## src/rtl/core/mcpwm_pkg.sv

```systemverilog
// Shared types and constants of the multi-channel PWM generator.
`default_nettype none

package mcpwm_pkg;

    // Field widths of the item and result formats.
    localparam int PIN_IDX_W  = 4;
    localparam int DUTY_W     = 10;
    localparam int PERIOD_W   = 10;
    localparam int LEVELS_W   = 16;
    localparam int COUNT_W    = 10;

    // Configuration port.
    localparam int CFG_IDX_W  = 2;
    localparam int CFG_DATA_W = 16;
    localparam int MASK_W     = 16;

    localparam logic [CFG_IDX_W-1:0] CFG_ACTIVE_MASK   = 2'd0;
    localparam logic [CFG_IDX_W-1:0] CFG_PERIOD_LENGTH = 2'd1;
    localparam logic [CFG_IDX_W-1:0] CFG_DUTY_LIMIT    = 2'd2;

    localparam logic [PERIOD_W-1:0] PERIOD_RESET     = 10'd1000;
    localparam logic [DUTY_W-1:0]   DUTY_LIMIT_RESET = 10'd999;

    // Item kinds.
    localparam logic MODE_TICK = 1'b0;
    localparam logic MODE_DUTY = 1'b1;

    typedef struct packed {
        logic                 mode;
        logic [PIN_IDX_W-1:0] pin_index;
        logic [DUTY_W-1:0]    duty_value;
    } mcpwm_in_t;

    typedef struct packed {
        logic [LEVELS_W-1:0] pin_levels;
        logic [COUNT_W-1:0]  count_now;
    } mcpwm_out_t;

endpackage

`default_nettype wire

```

## src/rtl/core/mcpwm_duty_mem.sv

```systemverilog
// Duty table memory with per-entry valid bits and a registered read port.
`default_nettype none

module mcpwm_duty_mem import mcpwm_pkg::*; #(
    parameter int DEPTH  = 16,
    parameter int ADDR_W = 4,
    parameter int DATA_W = 10
) (
    input  logic              aclk,
    input  logic              aresetn,
    input  logic              wr_en,
    input  logic [ADDR_W-1:0] wr_addr,
    input  logic [DATA_W-1:0] wr_data,
    input  logic              rd_en,
    input  logic [ADDR_W-1:0] rd_addr,
    output logic [DATA_W-1:0] rd_data
);

    logic [DATA_W-1:0] mem [DEPTH];
    logic [DEPTH-1:0]  valid_reg;
    logic [DATA_W-1:0] rd_raw_reg;
    logic              rd_hit_reg;

    // An entry that was never written reads as zero, its reset value.
    always_ff @(posedge aclk) begin
        if (wr_en) begin
            mem[wr_addr] <= wr_data;
        end
        if (rd_en) begin
            rd_raw_reg <= mem[rd_addr];
        end
    end

    always_ff @(posedge aclk) begin
        if (!aresetn) begin
            valid_reg  <= '0;
            rd_hit_reg <= 1'b0;
        end else begin
            if (wr_en) begin
                valid_reg[wr_addr] <= 1'b1;
            end
            if (rd_en) begin
                rd_hit_reg <= valid_reg[rd_addr];
            end
        end
    end

    assign rd_data = rd_hit_reg ? rd_raw_reg : '0;

endmodule

`default_nettype wire

```

## src/rtl/core/multi_channel_pwm_generator.sv

```systemverilog
// Top level of the multi-channel PWM generator for active-low LED pins.
`default_nettype none

//  Channel  Direction  Ports                        Carries
//  s_       in         s_valid s_ready s_data       tick or duty write item
//  m_       out        m_valid m_ready m_data       pin levels and counter
//  cfg_     in         cfg_we cfg_index cfg_wdata   register writes
//
// A duty write stores its entry at the accepting edge, then passes through
// ST_DONE to the result register. A tick scans the duty table, which has one
// read port, one pin per cycle; after the last pin its result passes through
// ST_DONE to the result register. The next item is taken once a result has
// loaded.
// Reset is synchronous and active low; all pins come out of reset high.
// A new item is taken only once the previous one has reached the result
// register; a stalled result holds there until m_ready takes it.

module multi_channel_pwm_generator import mcpwm_pkg::*; #(
    parameter int PIN_COUNT  = 16,
    parameter int COUNT_BITS = 10
) (
    input  logic                  aclk,
    input  logic                  aresetn,
    input  logic                  s_valid,
    output logic                  s_ready,
    input  mcpwm_in_t             s_data,
    output logic                  m_valid,
    input  logic                  m_ready,
    output mcpwm_out_t            m_data,
    input  logic                  cfg_we,
    input  logic [CFG_IDX_W-1:0]  cfg_index,
    input  logic [CFG_DATA_W-1:0] cfg_wdata
);

    localparam int ADDR_W = (PIN_COUNT > 1) ? $clog2(PIN_COUNT) : 1;
    // Width that holds both the counter and the period length for compares.
    localparam int CMP_W  = (COUNT_BITS > PERIOD_W) ? COUNT_BITS : PERIOD_W;
    localparam logic [ADDR_W-1:0] LAST_PIN = ADDR_W'(PIN_COUNT - 1);

    localparam logic [1:0] ST_IDLE = 2'd0;
    localparam logic [1:0] ST_SCAN = 2'd1;
    localparam logic [1:0] ST_DONE = 2'd2;

    // Configuration registers.
    logic [PIN_COUNT-1:0]  active_mask_reg;
    logic [PERIOD_W-1:0]   period_reg;
    logic [DUTY_W-1:0]     duty_limit_reg;

    // Control and state.
    logic [1:0]            state_reg, state_next;
    logic [COUNT_BITS-1:0] counter_reg, counter_next;
    logic [PIN_COUNT-1:0]  level_reg, level_next;
    logic                  issue_reg, issue_next;
    logic [ADDR_W-1:0]     scan_addr_reg, scan_addr_next;
    logic                  proc_live_reg;
    logic [ADDR_W-1:0]     proc_pin_reg;
    logic                  m_valid_reg, m_valid_next;
    mcpwm_out_t            m_data_reg;

    logic                  accept;
    logic                  out_load;
    logic [COUNT_BITS-1:0] cnt_inc;
    logic [DUTY_W-1:0]     duty_clamped;
    logic                  pin_ok;
    logic [ADDR_W-1:0]     wr_addr;
    logic                  mem_wr_en;
    logic [COUNT_BITS-1:0] rd_duty;

    assign accept = s_valid && s_ready;
    assign s_ready = (state_reg == ST_IDLE);

    // Configuration writes; the user must keep the block idle (unenforced).
    always_ff @(posedge aclk) begin
        if (!aresetn) begin
            active_mask_reg <= '0;
            period_reg      <= PERIOD_RESET;
            duty_limit_reg  <= DUTY_LIMIT_RESET;
        end else if (cfg_we) begin
            case (cfg_index)
                CFG_ACTIVE_MASK: begin
                    active_mask_reg <= PIN_COUNT'(cfg_wdata[MASK_W-1:0]);
                end
                CFG_PERIOD_LENGTH: begin
                    period_reg <= cfg_wdata[PERIOD_W-1:0];
                end
                CFG_DUTY_LIMIT: begin
                    duty_limit_reg <= cfg_wdata[DUTY_W-1:0];
                end
                default: begin
                end
            endcase
        end
    end

    // Duty write path: clamp, then store only for an existing, active pin.
    assign duty_clamped = (s_data.duty_value > duty_limit_reg) ? duty_limit_reg
                                                               : s_data.duty_value;
    assign pin_ok    = (32'(s_data.pin_index) < PIN_COUNT);
    assign wr_addr   = ADDR_W'(s_data.pin_index);
    assign mem_wr_en = accept && (s_data.mode == MODE_DUTY) && pin_ok
                       && active_mask_reg[wr_addr];

    mcpwm_duty_mem #(
        .DEPTH  (PIN_COUNT),
        .ADDR_W (ADDR_W),
        .DATA_W (COUNT_BITS)
    ) u_duty_mem (
        .aclk    (aclk),
        .aresetn (aresetn),
        .wr_en   (mem_wr_en),
        .wr_addr (wr_addr),
        .wr_data (COUNT_BITS'(duty_clamped)),
        .rd_en   (issue_reg),
        .rd_addr (scan_addr_reg),
        .rd_data (rd_duty)
    );

    // The counter wraps when the increment reaches the period length, which
    // also covers a period lowered below the current count.
    assign cnt_inc = COUNT_BITS'(counter_reg + 1'b1);

    always_comb begin
        state_next     = state_reg;
        counter_next   = counter_reg;
        issue_next     = issue_reg;
        scan_addr_next = scan_addr_reg;
        level_next     = level_reg;
        out_load       = 1'b0;

        // Per-pin update for the entry read in the previous cycle.
        if (proc_live_reg && active_mask_reg[proc_pin_reg] && (rd_duty != '0)) begin
            if (counter_reg == '0) begin
                level_next[proc_pin_reg] = 1'b0;
            end else if ((CMP_W'(rd_duty) < CMP_W'(period_reg))
                         && (rd_duty == counter_reg)) begin
                level_next[proc_pin_reg] = 1'b1;
            end
        end

        case (state_reg)
            ST_IDLE: begin
                if (accept) begin
                    if (s_data.mode == MODE_TICK) begin
                        if (CMP_W'(cnt_inc) >= CMP_W'(period_reg)) begin
                            counter_next = '0;
                        end else begin
                            counter_next = cnt_inc;
                        end
                        issue_next     = 1'b1;
                        scan_addr_next = '0;
                        state_next     = ST_SCAN;
                    end else begin
                        state_next = ST_DONE;
                    end
                end
            end
            ST_SCAN: begin
                if (issue_reg) begin
                    if (scan_addr_reg == LAST_PIN) begin
                        issue_next = 1'b0;
                    end else begin
                        scan_addr_next = scan_addr_reg + 1'b1;
                    end
                end else if (proc_live_reg) begin
                    state_next = ST_DONE;
                end
            end
            ST_DONE: begin
                if (!m_valid_reg || m_ready) begin
                    out_load   = 1'b1;
                    state_next = ST_IDLE;
                end
            end
            default: begin
                state_next = ST_IDLE;
            end
        endcase
    end

    always_comb begin
        m_valid_next = m_valid_reg;
        if (out_load) begin
            m_valid_next = 1'b1;
        end else if (m_ready) begin
            m_valid_next = 1'b0;
        end
    end

    always_ff @(posedge aclk) begin
        if (!aresetn) begin
            state_reg     <= ST_IDLE;
            counter_reg   <= '0;
            level_reg     <= '1;
            issue_reg     <= 1'b0;
            scan_addr_reg <= '0;
            proc_live_reg <= 1'b0;
            proc_pin_reg  <= '0;
            m_valid_reg   <= 1'b0;
        end else begin
            state_reg     <= state_next;
            counter_reg   <= counter_next;
            level_reg     <= level_next;
            issue_reg     <= issue_next;
            scan_addr_reg <= scan_addr_next;
            proc_live_reg <= issue_reg;
            proc_pin_reg  <= scan_addr_reg;
            m_valid_reg   <= m_valid_next;
        end
    end

    // Result register; the payload needs no reset.
    always_ff @(posedge aclk) begin
        if (out_load) begin
            m_data_reg.pin_levels <= LEVELS_W'(level_reg);
            m_data_reg.count_now  <= COUNT_W'(counter_reg);
        end
    end

    assign m_valid = m_valid_reg;
    assign m_data  = m_data_reg;

    // The counter moves only on the edge that accepts a tick.
    a_counter_on_tick: assert property (@(posedge aclk) disable iff (!aresetn)
        !(accept && (s_data.mode == MODE_TICK)) |=> $stable(counter_reg))
        else $error("counter changed without an accepted tick");

    // Entries are processed only during a scan.
    a_proc_in_scan: assert property (@(posedge aclk) disable iff (!aresetn)
        proc_live_reg |-> (state_reg == ST_SCAN))
        else $error("duty entry processed outside a scan");

    // Pin levels change only through the per-pin update.
    a_levels_from_scan: assert property (@(posedge aclk) disable iff (!aresetn)
        !proc_live_reg |=> $stable(level_reg))
        else $error("pin levels changed outside a scan");

    // A result appears only when an item has finished.
    a_result_from_done: assert property (@(posedge aclk) disable iff (!aresetn)
        $rose(m_valid_reg) |-> ($past(state_reg) == ST_DONE))
        else $error("result raised without a finished item");

endmodule

`default_nettype wire
```

## config.mk

```make
export PLATFORM = sky130hd
export DESIGN_NAME = multi_channel_pwm_generator
export DESIGN_NICKNAME = d
export VERILOG_FILES = /design/src/rtl/core/mcpwm_pkg.sv /design/src/rtl/core/mcpwm_duty_mem.sv /design/src/rtl/core/multi_channel_pwm_generator.sv
export SDC_FILE = /design/constraint.sdc
export NUM_CORES = 1
export LEC_CHECK = 0
export BUFFER_PORTS_ARGS = -buffer_cell sky130_fd_sc_hd__buf_2
export CORE_ASPECT_RATIO = 0.5
export CORE_MARGIN = 2
export CORE_UTILIZATION = 59
export DETAILED_ROUTE_END_ITERATION = 10
export PLACE_DENSITY = 0.89
export SYNTH_ARGS = -nofsm -noshare
export SYNTH_HDL_FRONTEND = slang
export SYNTH_SLANG_ARGS = --single-unit
```

## constraint.sdc

```tcl
create_clock -name aclk -period 3.6 [get_ports aclk]
set_input_delay 0.36 -clock aclk [delete_from_list [all_inputs] [get_ports aclk]]
set_output_delay 0.36 -clock aclk [all_outputs]
set_load 0.01 [all_outputs]
```

==> run metrics <==
Setup crit start kind register; Slew @ Worst Pin 1.182 ns; final cell count without fillers 1,261; die area 22,620 µm²; CTS tree yes; FF/Latch Area 7730 µm²; Critical Path, Cell by Cell and3_1 -> and3_1 -> and3_1 -> xor2_1 -> ha_1 -> a21o_1 -> a21oi_1 -> nor2b_1 -> nor3_1 -> o211ai_1 -> o21ai_0; Fill cells 1,311; Ys Warns 0; Final Max Tran Viols 0; worst flop-to-flop path endpoint counter_reg[9]; first drt pass iteration count 7; Final #Nets 1,038; final worst-path setup slack 0.5741 ns; hold depth 3; cells after synthesis 922; post-synth cell types 59; Compound-Gate Fraction of Synth Area 7.931%; Setup TNS Final 0 ns; crit path DAT 3.48 ns; reg-to-reg critical path startpoint counter_reg[2]; detailed placement HPWL 18,990 µm; number of global-route vias before repair 8,203; WL/cell 23.63 µm; Routed WL 29,790 µm; vias 8,268; Vias/cell 6.557; RSZ-0062 raised after global routing no; worst min-delay path endpoint active_mask_reg[12]; Power Density 473.8 nW/µm²; fin crit period 3.026 ns; I/O Buffers 65; Leak 4.941 nW; proportion of synthesized area in mux cells 12.77%; clock root buffer clkbuf_16; flops & latches, synth 288; Post-Synth XOR/XNOR Area 1.042%; clk_lat worst skew 0.54 ns; Total GRT Usage 27.38%; Post-CTS Setup Repair Bufs 0; combinational family with the most area after synthesis multiplexers; DIE HEIGHT 107.4 µm; fraction of the mapped netlist area in adder cells 3.176%; Final ANT Viol Nets 0; Tcrit/Tclk final 84.05%; worst clock skew 0.008367 ns; number of hold violations in the final report 0; EDFF count, synth 196; Die Span X 210.7 µm; final setup fails 0; syn_area_per_cell 13.67 µm²; asr flop ratio synth 0%; Largest register FFs 160; initial DRC count 1,091; Core Area 20,740 µm²; MaxCap Viol Count 0; CTS clk-pin slew, worst paths 0.07 ns; Finished Core Util 67.12%; Worst Hold Class input pin to register; Layout area overhead 10.43%; layout cell share with drive strength beyond 1 19.35%; Slowest-stage cell, CP dfxtp_1; CP required 4.05 ns; Crit Path Category register to register; clock sink count 288; dpl cells 1,213; Hold Slack 0.07462 ns; H-tree levels 1; Initial Utilization 60.78%; worst reg-to-reg path cell count 11; Syn Nets 992; row count 37; dpl ws 0.6607 ns; largest net degree at the start of global routing 53; hold buffers post-CTS 0; crit path max fanout 11; initial antenna violation count 1; area of the multi-input gates 4467 µm²; Slew HR 21.17%; Num CTS Buffers 26; DRC violations left 0; synthesized-area fraction occupied by and/or/nand/nor cells 10.45%; PostCTS Resize Cnt 0; Top FF cell, synth edfxtp_1; maximum VDD drop 0.0004143 V; most used cell, CP and3_1; outcome finished clean; RD Place Congestion 0.8964; Worst path max stage delay 0.53 ns; register area share after synthesis 61.30%; total global routing overflow 0; total I/O pin count 66; Crit. End Element register; global-route wire length before repair 46,780 µm; critical hold path startpoint cfg_wdata[12]; Max Root-Sink Buffers 3; slack of the worst reg-to-reg path 0.57 ns; Mapped Area 12,610 µm²; maximum clock frequency 330.5 MHz
## cells in the final DEF (no fill, tap or decap), types with 11 or more instances in the layout
| cell type | instances |
|---|---|
| a32oi_1 | 12 |
| mux2_2 | 11 |
| inv_1 | 42 |
| and2_1 | 16 |
| nor2_1 | 46 |
| dfxtp_1 | 90 |
| a21boi_0 | 24 |
| edfxtp_1 | 196 |
| o21bai_1 | 12 |
| o31ai_1 | 12 |
| mux4_2 | 60 |
| nand2_1 | 107 |
| nand2b_1 | 12 |
| nand3_1 | 29 |
| o21ai_0 | 21 |
| buf_2 | 65 |
| clkbuf_16 | 26 |
| ha_1 | 32 |
| o211ai_1 | 16 |
## synthesized netlist by cell type, types with 5 or more instances
cell type,instances,share of area (%)
nor4_1,5,0.25
o31ai_1,12,0.71
xnor2_1,5,0.35
mux4_2,60,11
edfxtp_1,196,47
o21ai_0,21,0.83
nand2b_1,12,0.60
a32oi_1,12,0.83
nor3_1,9,0.36
inv_1,42,1.3
buf_2,11,0.44
nand3_1,29,1.2
nand4_1,6,0.30
nand3b_1,5,0.30
mux2_2,11,0.98
a21boi_0,24,1.4
and3_1,6,0.30
nor2b_1,9,0.45
dfxtp_1,92,15
nand2_1,107,3.2
clkbuf_1,38,1.1
o21bai_1,12,0.71
a21oi_1,10,0.40
o2111ai_1,5,0.35
ha_1,32,3.2
xor2_1,10,0.69
and2_1,16,0.79
o211ai_1,16,0.95
nor2_1,46,1.4
buf_1,5,0.15
## metal layers
layer	up-vias	share of wire, %	track usage, %
li1	3580	-	-
met1	4033	39	37.08
met2	538	46	43.82
met3	117	9.8	5.280
met4	0	4.6	12.22
met5	-	0	0
## report_power, final
group          internal [mW]  total, mW  leakage (nW)  switching [mW]
clock                   1.42       2.64         0.379            1.21
combinational          0.114      0.339          2.06           0.225
sequential              3.58       3.62          2.50          0.0372
## worst max-delay path by stage
stage / from / to / slack (ns) / cells after the start
global placement: counter_reg[2] / counter_reg[9] / 0.85 / 11
detailed placement: counter_reg[2] / counter_reg[9] / 0.66 / 11
finish: counter_reg[2] / counter_reg[9] / 0.57 / 11
global route: counter_reg[2] / counter_reg[9] / 0.27 / 11
CTS: counter_reg[2] / counter_reg[9] / 0.62 / 11
floorplan: counter_reg[2] / counter_reg[9] / 0.97 / 12
## worst max-delay path, delay by kind of cell, from the launching register on
kind,cells,cell delay (ns)
compound gates,4,0.73
fa+ha+maj,1,0.30
xor+xnor,1,0.20
simple gates,5,1.18
flops,1,0.53
## cell type report
type                            count  area share, %
Multi-Input combinational cell    534          32.09
Antenna cell                        1        0.01798
Clock buffer                       31          4.880
Inverter                           42          1.132
Tap cell                          273          2.454
Clock inverter                     16         0.8808
Sequential cell                   288          55.53
Timing Repair Buffer               76          3.020
## cells by family (layout without fill, tap and decap cells)
kind of cell	Yosys count	in the layout
other	0	1
AND/OR/NAND/NOR	271	271
flip-flops	288	288
multiplexers	78	78
AO/OA/AOI/OAI	138	138
XOR/XNOR	15	15
buffers and inverters	100	165
adder cells (fa/ha/maj)	32	32
## through the flow
stage          power [mW]  instance area (µm²)
2_1_floorplan       3.883                12610
3_3_place_gp        3.991                13120
3_5_place_dp        4.013                13120
4_1_cts             6.594                13920
5_1_grt             6.753                13920
6_report            6.596                13920
Note: power is estimated with default switching activity, not from simulation.
